==> src/rtl/mbrtu_pkg.sv <==
// ----------------------------------------------------------------------------
// mbrtu_pkg
// Opcodes, status codes, result and counter types, CRC-16 and saturation helpers.
// ----------------------------------------------------------------------------
package mbrtu_pkg;

	localparam logic [1:0] OP_BYTE = 2'd0;
	localparam logic [1:0] OP_TICK = 2'd1;
	localparam logic [1:0] OP_READ = 2'd2;

	localparam logic [2:0] ST_OWN       = 3'd0;
	localparam logic [2:0] ST_BROADCAST = 3'd1;
	localparam logic [2:0] ST_FOREIGN   = 3'd2;
	localparam logic [2:0] ST_EMPTY     = 3'd3;
	localparam logic [2:0] ST_SHORT     = 3'd4;
	localparam logic [2:0] ST_CRC_ERR   = 3'd5;
	localparam logic [2:0] ST_READ      = 3'd6;

	localparam logic [15:0] CRC_INIT   = 16'hFFFF;
	localparam logic [15:0] CRC_POLY   = 16'hA001;
	localparam logic [15:0] SAT16      = 16'hFFFF;
	localparam logic [7:0]  BCAST_ADDR = 8'h00;
	localparam logic [7:0]  CRC_TAIL   = 8'd3;

	typedef struct packed {
		logic       valid;
		logic [2:0] status;
		logic [7:0] addr;
		logic [7:0] pdu;
	} frame_res_t;

	typedef struct packed {
		logic [31:0] frames;
		logic [31:0] own;
		logic [15:0] short_cnt;
		logic [15:0] crc_err;
		logic [15:0] ovf;
	} counts_t;

	function automatic logic [15:0] crc_byte(input logic [15:0] crc, input logic [7:0] b);
		logic [15:0] c;
		c = crc ^ {8'h00, b};
		for (int i = 0; i < 8; i++) begin
			c = c[0] ? ((c >> 1) ^ CRC_POLY) : (c >> 1);
		end
		return c;
	endfunction

	function automatic logic [15:0] sat_inc16(input logic [15:0] v);
		return (v != SAT16) ? v + 16'd1 : v;
	endfunction

endpackage

==> src/rtl/mbrtu_store.sv <==
// ----------------------------------------------------------------------------
// mbrtu_store
// Frame byte buffer: one write port, one read port with registered data.
// ----------------------------------------------------------------------------
module mbrtu_store #(
	parameter int DEPTH = 256,
	parameter int AW    = 8
) (
	input  logic          clk,
	input  logic          wr_en,
	input  logic [AW-1:0] wr_addr,
	input  logic [7:0]    wr_data,
	input  logic          rd_en,
	input  logic [AW-1:0] rd_addr,
	output logic [7:0]    rd_data
);

	logic [7:0] mem [DEPTH];
	logic [7:0] rd_data_q;

	always_ff @(posedge clk) begin
		if (wr_en) begin
			mem[wr_addr] <= wr_data;
		end
	end

	always_ff @(posedge clk) begin
		if (rd_en) begin
			rd_data_q <= mem[rd_addr];
		end
	end

	assign rd_data = rd_data_q;

endmodule

==> src/rtl/mbrtu_core.sv <==
// ----------------------------------------------------------------------------
// mbrtu_core
// Fill, CRC and gap tracking, frame-end classification and event counters.
// ----------------------------------------------------------------------------
module mbrtu_core #(
	parameter int BUFFER_BYTES    = 256,
	parameter int MIN_FRAME_BYTES = 4,
	parameter int AW              = 8
) (
	input  logic                 clk,
	input  logic                 arst_n,
	input  logic                 en,
	input  logic [1:0]           opcode,
	input  logic [7:0]           data_byte,
	input  logic [7:0]           own_address,
	input  logic [15:0]          gap_ticks,
	output logic                 wr_en,
	output logic [AW-1:0]        wr_addr,
	output mbrtu_pkg::frame_res_t res,
	output mbrtu_pkg::counts_t   counts
);

	logic [AW-1:0] fill_q;
	logic [15:0]   crc_q;
	logic [15:0]   gap_q;
	logic          run_q;
	logic [7:0]    first_q;
	mbrtu_pkg::counts_t cnt_q;

	logic        is_byte;
	logic        is_tick;
	logic        ovf;
	logic [15:0] crc_nx;
	logic [15:0] gap_inc;
	logic        frame_end;
	logic        too_short;
	logic [7:0]  pdu_len;

	assign is_byte   = en && (opcode == mbrtu_pkg::OP_BYTE);
	assign is_tick   = en && (opcode == mbrtu_pkg::OP_TICK) && run_q;
	assign ovf       = (fill_q == AW'(BUFFER_BYTES - 1));
	assign wr_en     = is_byte;
	assign wr_addr   = ovf ? '0 : fill_q;
	assign crc_nx    = mbrtu_pkg::crc_byte(ovf ? mbrtu_pkg::CRC_INIT : crc_q, data_byte);
	assign gap_inc   = mbrtu_pkg::sat_inc16(gap_q);
	assign frame_end = is_tick && (gap_inc >= gap_ticks);
	assign too_short = ({1'b0, fill_q} < (AW + 1)'(MIN_FRAME_BYTES));
	assign pdu_len   = 8'(fill_q) - mbrtu_pkg::CRC_TAIL;

	always_comb begin
		res.valid  = frame_end;
		res.status = mbrtu_pkg::ST_EMPTY;
		res.addr   = 8'd0;
		res.pdu    = 8'd0;
		if (fill_q != '0) begin
			res.addr = first_q;
			if (too_short) begin
				res.status = mbrtu_pkg::ST_SHORT;
			end else if (crc_q != 16'd0) begin
				res.status = mbrtu_pkg::ST_CRC_ERR;
			end else begin
				res.pdu = pdu_len;
				if (first_q == mbrtu_pkg::BCAST_ADDR) begin
					res.status = mbrtu_pkg::ST_BROADCAST;
				end else if (first_q == own_address) begin
					res.status = mbrtu_pkg::ST_OWN;
				end else begin
					res.status = mbrtu_pkg::ST_FOREIGN;
				end
			end
		end
	end

	always_ff @(posedge clk or negedge arst_n) begin
		if (!arst_n) begin
			fill_q <= '0;
			crc_q  <= mbrtu_pkg::CRC_INIT;
			gap_q  <= 16'd0;
			run_q  <= 1'b0;
			cnt_q  <= '0;
		end else if (is_byte) begin
			fill_q <= wr_addr + AW'(1);
			crc_q  <= crc_nx;
			gap_q  <= 16'd0;
			run_q  <= 1'b1;
			if (ovf) begin
				cnt_q.ovf <= mbrtu_pkg::sat_inc16(cnt_q.ovf);
			end
		end else if (frame_end) begin
			fill_q       <= '0;
			crc_q        <= mbrtu_pkg::CRC_INIT;
			gap_q        <= 16'd0;
			run_q        <= 1'b0;
			cnt_q.frames <= cnt_q.frames + 32'd1;
			if (res.status == mbrtu_pkg::ST_SHORT) begin
				cnt_q.short_cnt <= mbrtu_pkg::sat_inc16(cnt_q.short_cnt);
			end
			if (res.status == mbrtu_pkg::ST_CRC_ERR) begin
				cnt_q.crc_err <= mbrtu_pkg::sat_inc16(cnt_q.crc_err);
			end
			if (res.status == mbrtu_pkg::ST_OWN) begin
				cnt_q.own <= cnt_q.own + 32'd1;
			end
		end else if (is_tick) begin
			gap_q <= gap_inc;
		end
	end

	always_ff @(posedge clk) begin
		if (is_byte && (wr_addr == '0)) begin
			first_q <= data_byte;
		end
	end

	assign counts = cnt_q;

endmodule

==> src/rtl/modbus_rtu_frame_receiver_unit.sv <==
// ----------------------------------------------------------------------------
// modbus_rtu_frame_receiver_unit
// A result passes the input register, then the result register and the buffer
// read register. Throughput: one beat per cycle, held back only while a result
// waits on out_ready.
// Reset clears fill, gap timer, counters and valid flags and presets CRC and config; buffer is not cleared.
// ----------------------------------------------------------------------------
module modbus_rtu_frame_receiver_unit #(
	parameter int BUFFER_BYTES    = 256,
	parameter int MIN_FRAME_BYTES = 4
) (
	input  logic        clk,
	input  logic        arst_n,
	input  logic        in_valid,
	output logic        in_ready,
	input  logic [1:0]  opcode,
	input  logic [7:0]  data_byte,
	input  logic [7:0]  read_index,
	output logic        out_valid,
	input  logic        out_ready,
	output logic [2:0]  status,
	output logic [7:0]  frame_address,
	output logic [7:0]  pdu_length,
	output logic [7:0]  read_byte,
	output logic [31:0] frames_seen,
	output logic [31:0] own_frame_count,
	output logic [15:0] short_count,
	output logic [15:0] crc_error_count,
	output logic [15:0] overflow_count,
	input  logic        cfg_write_en,
	input  logic        cfg_index,
	input  logic [15:0] cfg_data
);

	localparam int  AW       = $clog2(BUFFER_BYTES);
	localparam logic REG_OWN = 1'b0;
	localparam logic REG_GAP = 1'b1;

	logic        valid_s1;
	logic [1:0]  opcode_s1;
	logic [7:0]  byte_s1;
	logic [7:0]  index_s1;
	logic [7:0]  own_addr_q;
	logic [15:0] gap_ticks_q;
	logic        out_valid_q;
	logic [2:0]  status_q;
	logic [7:0]  addr_q;
	logic [7:0]  pdu_q;
	logic        rd_ok_q;

	logic        adv;
	logic        is_read;
	logic        in_range;
	logic        wr_en;
	logic [AW-1:0] wr_addr;
	logic [7:0]  rd_data;
	mbrtu_pkg::frame_res_t res;
	mbrtu_pkg::counts_t    counts;

	assign adv      = valid_s1 && (!out_valid_q || out_ready);
	assign in_ready = !valid_s1 || adv;
	assign is_read  = (opcode_s1 == mbrtu_pkg::OP_READ);
	assign in_range = ({1'b0, index_s1} < 9'(BUFFER_BYTES));

	always_ff @(posedge clk or negedge arst_n) begin
		if (!arst_n) begin
			own_addr_q  <= 8'd1;
			gap_ticks_q <= 16'd5;
		end else if (cfg_write_en) begin
			case (cfg_index)
				REG_OWN: own_addr_q  <= cfg_data[7:0];
				REG_GAP: gap_ticks_q <= cfg_data;
				default: ;
			endcase
		end
	end

	always_ff @(posedge clk or negedge arst_n) begin
		if (!arst_n) begin
			valid_s1 <= 1'b0;
		end else if (in_ready) begin
			valid_s1 <= in_valid;
		end
	end

	always_ff @(posedge clk) begin
		if (in_ready && in_valid) begin
			opcode_s1 <= opcode;
			byte_s1   <= data_byte;
			index_s1  <= read_index;
		end
	end

	mbrtu_core #(
		.BUFFER_BYTES   (BUFFER_BYTES),
		.MIN_FRAME_BYTES(MIN_FRAME_BYTES),
		.AW             (AW)
	) u_core (
		.clk        (clk),
		.arst_n     (arst_n),
		.en         (adv),
		.opcode     (opcode_s1),
		.data_byte  (byte_s1),
		.own_address(own_addr_q),
		.gap_ticks  (gap_ticks_q),
		.wr_en      (wr_en),
		.wr_addr    (wr_addr),
		.res        (res),
		.counts     (counts)
	);

	mbrtu_store #(
		.DEPTH(BUFFER_BYTES),
		.AW   (AW)
	) u_store (
		.clk    (clk),
		.wr_en  (wr_en),
		.wr_addr(wr_addr),
		.wr_data(byte_s1),
		.rd_en  (adv && is_read),
		.rd_addr(index_s1[AW-1:0]),
		.rd_data(rd_data)
	);

	always_ff @(posedge clk or negedge arst_n) begin
		if (!arst_n) begin
			out_valid_q <= 1'b0;
		end else if (adv) begin
			out_valid_q <= res.valid || is_read;
		end else if (out_ready) begin
			out_valid_q <= 1'b0;
		end
	end

	always_ff @(posedge clk) begin
		if (adv) begin
			if (is_read) begin
				status_q <= mbrtu_pkg::ST_READ;
				addr_q   <= 8'd0;
				pdu_q    <= 8'd0;
				rd_ok_q  <= in_range;
			end else begin
				status_q <= res.status;
				addr_q   <= res.addr;
				pdu_q    <= res.pdu;
				rd_ok_q  <= 1'b0;
			end
		end
	end

	assign out_valid       = out_valid_q;
	assign status          = status_q;
	assign frame_address   = addr_q;
	assign pdu_length      = pdu_q;
	assign read_byte       = rd_ok_q ? rd_data : 8'd0;
	assign frames_seen     = counts.frames;
	assign own_frame_count = counts.own;
	assign short_count     = counts.short_cnt;
	assign crc_error_count = counts.crc_err;
	assign overflow_count  = counts.ovf;

endmodule

==> config.mk <==
export PLATFORM = sky130hd
export DESIGN_NAME = modbus_rtu_frame_receiver_unit
export DESIGN_NICKNAME = d
export VERILOG_FILES = /design/src/rtl/mbrtu_pkg.sv /design/src/rtl/mbrtu_store.sv /design/src/rtl/mbrtu_core.sv /design/src/rtl/modbus_rtu_frame_receiver_unit.sv
export SDC_FILE = /design/constraint.sdc
export NUM_CORES = 2
export LEC_CHECK = 0
export BUFFER_PORTS_ARGS = -buffer_cell sky130_fd_sc_hd__clkbuf_2
export CAP_MARGIN = 0
export CORE_ASPECT_RATIO = 0.75
export CORE_UTILIZATION = 35
export CTS_CLUSTER_SIZE = 20
export DETAILED_ROUTE_END_ITERATION = 10
export PLACE_DENSITY_LB_ADDON = 0.05
export SKIP_CTS_REPAIR_TIMING = 1
export SLEW_MARGIN = 20
export SYNTH_ARGS = -nofsm -noshare
export SYNTH_HDL_FRONTEND = slang
export SYNTH_SLANG_ARGS = --single-unit
==> constraint.sdc <==
create_clock -name clk -period 5.5 [get_ports clk]
set_input_delay 1.65 -clock clk [delete_from_list [all_inputs] [get_ports clk]]
set_output_delay 1.65 -clock clk [all_outputs]
set_load 0.02 [all_outputs]
Word level (Yosys, flattened, before mapping)
Memories as Yosys holds them, arrays and structs flattened. A register that Yosys moved wholly into a read port is not among the register bits.
Index checks and enable logic that the tools add are counted.
{"block": "totals", "ramBits": 2048, "in_bits": 40, "out_inout_bits": 141, "register_bits": 225, "memories": 1}
{"memory": "u_store.mem", "depth": 256, "word_bits": 8, "read_ports": 1, "rd_ports_with_merged_regs": 1, "wr": 1, "line_no": "mbrtu_store.sv:18", "source": "logic [7:0] mem [DEPTH];"}
{"block": "op_classes", "bitwise": 12, "n_mux": 33, "n_eq_ne": 10, "n_addsub": 8, "magnitude_cmp": 2, "reduce_logical": 31}
{"operator": "$mux W16", "count": 15}
{"operator": "$add A16 B1 Y16 const B", "count": 4}
{"operator": "$add A32 B1 Y32 const B", "count": 2}
{"operator": "$ne A16 B16 Y1 const B", "count": 4}
{"operator": "$mux W8", "count": 6}
{"operator": "$not A2 Y3", "count": 8}
{"operator": "$mux W19", "count": 1}
{"operator": "$ge A16 B16 Y1", "count": 1}
{"operator": "$logic_not A8 Y1", "count": 2}
{"operator": "$reduce_bool A16 Y1", "count": 1}
{"operator": "$xor A16 B8 Y16", "count": 1}
{"operator": "$mux W3", "count": 3}
{"operator": "$add A8 B1 Y8 const B", "count": 1}
{"operator": "$eq A8 B8 Y1", "count": 1}
{"operator": "$eq A8 B8 Y1 const B", "count": 1}
{"operator": "$logic_and A1 B1 Y1", "count": 8}
{"operator": "$lt A8 B3 Y1 const B", "count": 1}
{"operator": "$reduce_and A4 Y1", "count": 2}
{"operator": "$reduce_bool A8 Y1", "count": 1}
{"operator": "$sub A8 B2 Y8 const B", "count": 1}
{"operator": "$mux W1", "count": 7}
{"operator": "$eq A3 B3 Y1 const B", "count": 2}
{"operator": "$reduce_and A2 Y1", "count": 3}
{"operator": "$reduce_and A3 Y1", "count": 2}
{"operator": "12 further kinds", "count": 18}

Depth between registers and ports, before layout
{"block": "logic_depth", "word_depth": 20, "depth_mapped": 19, "mapped_depth_nobuf": 16}

By module
A second synthesis with hierarchy kept.
{"block": "hier_totals", "cells_unflattened": 4762, "hier_area_um2": 91022.3}
{"module": "mbrtu_store", "cells_each": 3733, "area_each_um2": 79636.4, "instances": 1, "seq_area_each_um2": 61739.2}
{"module": "mbrtu_core", "cells_each": 897, "area_each_um2": 8962.3, "instances": 1, "seq_area_each_um2": 4088.9}
{"module": "modbus_rtu_frame_receiver_unit", "cells_each": 132, "area_each_um2": 2423.6, "instances": 1, "seq_area_each_um2": 1795.5}

Least setup slack after synthesis
Ideal clock, no wire load.
{"block": "synth_path", "kind": "flip-flop to flip-flop", "from": "register byte_s1[1]", "to": "register u_core.crc_q[0]", "n_path_buf": 0, "stages_incl_launch_ff": 8, "slack_ns": 0.683, "synth_period_minus_slack_ns": 4.817, "arrival_time_ns": 4.725, "cell_sequence": "edfxtp_1 > xnor2_1 > xnor2_1 > xnor2_1 > xnor2_1 > xnor2_1 > xnor2_1 > a21oi_1"}
{"block": "synth_between", "elab_chain_len": 11}
{"element": "start: declaration", "line_no": "modbus_rtu_frame_receiver_unit.sv:41", "source": "logic [7:0] byte_s1;"}
{"element": "start signal: assignment", "line_no": "modbus_rtu_frame_receiver_unit.sv:89", "source": "byte_s1 <= data_byte;"}
{"element": "$xor A16 B8 Y16 (*)", "line_no": "mbrtu_pkg.sv:42", "source": "c = crc ^ {8'h00, b};"}
{"element": "$not A2 Y3 (no source line)"}
{"element": "$mux W16 (*) (8 in a row)", "line_no": "mbrtu_pkg.sv:44", "source": "c = c[0] ? ((c >> 1) ^ CRC_POLY) : (c >> 1);"}
{"element": "$mux W16 (*)", "line_no": "mbrtu_core.sv:81", "source": "end else if (is_byte) begin"}
{"element": "end signal: assignment", "line_no": "mbrtu_core.sv:77", "source": "crc_q <= mbrtu_pkg::CRC_INIT;"}
{"element": "end signal: assignment", "line_no": "mbrtu_core.sv:83", "source": "crc_q <= crc_nx;"}
{"element": "end signal: assignment", "line_no": "mbrtu_core.sv:91", "source": "crc_q <= mbrtu_pkg::CRC_INIT;"}
{"element": "end: declaration", "line_no": "mbrtu_core.sv:24", "source": "logic [15:0] crc_q;"}
Every way passes the cells marked *; elsewhere a longest branch is shown, timed or not.
A chain may end at the register's enable or synchronous reset.

Worst setup path in the final report
{"block": "layout_path", "from": "register u_core.gap_q[6]", "to": "register u_core.cnt_q, in the netlist u_core.counts[101]"}
{"block": "layout_between", "elab_chain_len": 5}
{"element": "start: declaration", "line_no": "mbrtu_core.sv:25", "source": "logic [15:0] gap_q;"}
{"element": "start signal: assignment", "line_no": "mbrtu_core.sv:105", "source": "gap_q <= gap_inc;"}
{"element": "$add A16 B1 Y16 / $ne A16 B16 Y1 (equally long branches)", "line_no": "mbrtu_pkg.sv:50", "source": "return (v != SAT16) ? v + 16'd1 : v;"}
{"element": "$mux W16 (*)", "line_no": "mbrtu_pkg.sv:50"}
{"element": "$ge A16 B16 Y1 (*)", "line_no": "mbrtu_core.sv:46", "source": "assign frame_end = is_tick && (gap_inc >= gap_ticks);"}
{"element": "$logic_and A1 B1 Y1 (*)", "line_no": "mbrtu_core.sv:46"}
{"element": "$reduce_and A2 Y1 (no source line) (*)"}
{"element": "end: declaration", "line_no": "mbrtu_core.sv:28", "source": "mbrtu_pkg::counts_t cnt_q;"}
Marked as above.

==> impl_metrics.tcl <==
set metrics [dict create \
    status "completed" \
    utilization 0.409 \
    final_common_cell "edfxtp_1" \
    synth_ff_type "edfxtp_1" \
    min_period_over_period 0.889 \
    final_cells 8483 \
    path_clk_slew_ns 0.06 \
    slew-limit-headroom 0.199 \
    setup_viol 0 \
    htreeDepth 4 \
    grt_pass1_wl_mm 376 \
    syn-num-nets 4487 \
    post_drt_via_cell_ratio 5.31 \
    hold_start "u_core.counts[79]$_DFFE_PN0P_" \
    ant_nets 0 \
    grt_pass1_vias 45627 \
    syn_inst 4421 \
    critPathArrivalTime_ns 5.68 \
    power_density_mw_per_mm2 366 \
    period_needed_ns 4.89 \
    dieArea_mm2 0.259 \
    rsz0062_at_grt "false" \
    root_buffer "clkbuf_16" \
    routed-via-count 45077 \
    cp_top_family "simple AND/OR/NAND/NOR gates" \
    dpl.hpwl_mm 170 \
    yosysSeqAreaShare 0.748 \
    drt-met1-wl_mm 133 \
    synth_top_family_by_area "multiplexers" \
    finalMaxSlewViolations 0 \
    fmax_mhz 205 \
    rrSetupSlack_ns 0.61 \
    end_kind "register" \
    grt_max_degree 153 \
    critPathMaxStageDelay_ns 0.73 \
    synth-simple-area-share 0.0406 \
    whs_path_depth 1 \
    synth_compound_area_frac 0.0188 \
    clock_skew_ns 0.0415 \
    cts.sinks 2273 \
    r2r-start "u_core.gap_q[6]$_DFFE_PN0P_" \
    drt-pass1-iter-count 5 \
    io_buffers 180 \
    irDropWorstVdd_v 0.000261 \
    ys_warn_count 0 \
    place_congestion 0.793 \
    synthXorXnorAreaFrac 0.0158 \
    avgRoutedWirePerCell_um 31.5 \
    die_width_um 588 \
    ios 181 \
    async_flop_share 0.0788 \
    insertion_delay_ns 0.90 \
    wl_met3_mm 15.1 \
    drive_above_1_share 0.294 \
    grt_overflow_total 0 \
    tightest_slew_ns 1.20 \
    row_count 160 \
    critical_path_class "reg -> reg" \
    synth.avg_cell_area_um2 20.4 \
    synth_area_mm2 0.0900 \
    cts_tree "built" \
    r2r_cells 16 \
    wl_mm 268 \
    cts_made_buffers 239 \
    die_y_um 441 \
    finalHoldViolCount 0 \
    p_total_w 0.0381 \
    highest_layer "met4" \
    clk_path_buf_depth 4 \
    wl_met2_mm 115 \
    cp_num_buf_inv 0 \
    start_util 0.354 \
    holdWs_ns 0.468 \
    required_ns 6.29 \
    final_cell_mix "edfxtp_1 (2094), mux4_2 (598), nor2_1 (317), buf_4 (244), clkbuf_16 (241)" \
    crit_fanout 8 \
    drc 0 \
    layout.nets 4955 \
    r2r-end "u_core.counts[101]$_DFFE_PN0P_" \
    antenna_found_initial 20 \
    holdCritPathClass "reg -> reg" \
    crit_chain "and3_1 -> nand3_1 -> or3_1 -> nor3_2 -> nor2_1 -> and3_1 -> xor2_1 -> ha_1 -> a21o_1 -> a21o_1 -> a21oi_1 -> and2_1 -> o31ai_2 -> nand2_1 -> nor4_1 -> xor2_1" \
    drt_iter0_drc 4555 \
    start_kind "register" \
    setup_tns_ns 0 \
    min_to "u_core.counts[79]$_DFFE_PN0P_" \
    p_leak_nw 34.0 \
    area_growth_pct 15.6 \
    ys_ff_latch 2273 \
    placedCellCount 8050 \
    synthAdderAreaFrac 0.00361 \
    max_cap_viol_count 0 \
    yosysUniqueCellTypes 58 \
    grt_usage 0.206 \
    critical_path.slowest_cell "o31ai_2" \
    synth_mux_area_frac 0.158 \
    synth-edff-count 2094 \
    core_mm2 0.255 \
]
==> cells in the mapped netlist (32+ instances only) <==
library cell  instances  area, um2
mux2i_1              39        390
nor2b_1              51        319
inv_1                38        143
a21oi_1              77        385
clkbuf_1            104        390
mux4_2              598      13500
nor2_1              326       1220
buf_2                70        350
xor2_1               60        526
dfrtp_1             160       4000
a22oi_1              52        390
and2_1               35        219
edfxtp_1           2094      62900
xnor2_1             102        893
nand3_1              78        390
nand2_1             113        424
nor3_1               32        160
a211oi_1             39        293
nand4_1              40        250
==> routing by layer <==
metal	track usage	vias to the layer above
li1	-	18978
met1	0.329	24609
met2	0.297	1202
met3	0.0326	288
met4	0.0383	0
met5	0	-
==> report_power, final <==
part | internal, W | leakage, nW | switching (W)
Sequential | 0.0191 | 21.2 | 0.000175
Clock | 0.00899 | 3.66 | 0.00684
Combinational | 0.00103 | 9.11 | 0.00189
==> flip-flops by register name (all words and copies together), names as in the netlist, 2 cells and up <==
signal           flops
u_core.gap_q        16
own_addr_q           8
status               3
u_core.counts      112
u_store.rd_data      8
u_core.crc_q        16
frame_address        8
pdu_length           8
gap_ticks_q         16
index_s1             8
u_store.mem       2041
opcode_s1            2
byte_s1              8
u_core.first_q       7
u_core.fill_q        8
==> final cells by class <==
class | count | area (um2)
timing repair buffer | 460 | 3450
multi-input combinational | 1877 | 21400
clock inverter | 136 | 1190
fill | 22724 | 151000
inverter | 38 | 143
tap | 3402 | 4260
antenna | 3 | 7.51
clock buffer | 294 | 6250
sequential | 2273 | 67400
==> cells by family after synthesis <==
kind of cell | Yosys count
adder cells (fa/ha/maj) | 26
multiplexers | 668
XOR/XNOR | 162
flip-flops | 2273
AND/OR/NAND/NOR | 766
buffers and inverters | 271
AO/OA/AOI/OAI | 255
==> how the worst max path moves through the flow <==
stage                                           start                             end  cells after the start
after floorplan                  byte_s1[1]$_DFFE_PP_     u_core.crc_q[0]$_DFFE_PN1P_                      7
after global placement    u_core.gap_q[6]$_DFFE_PN0P_   u_core.counts[17]$_DFFE_PN0P_                     15
after detailed placement                    out_ready    u_store.mem[43][1]$_DFFE_PP_                      8
after CTS                 u_core.gap_q[6]$_DFFE_PN0P_  u_core.counts[101]$_DFFE_PN0P_                     16
after global routing      u_core.gap_q[6]$_DFFE_PN0P_  u_core.counts[101]$_DFFE_PN0P_                     16
final                     u_core.gap_q[6]$_DFFE_PN0P_  u_core.counts[101]$_DFFE_PN0P_                     16
==> metrics by stage <==
step / area, um2 / worst slack [ns]
finish: 104000 / 0.612
CTS: 104000 / 0.609
floorplan: 90000 / 0.683
detailed placement: 96600 / 0.641
global route: 104000 / 0.221
global placement: 96600 / 0.477
(Power assumes the default switching activity.)
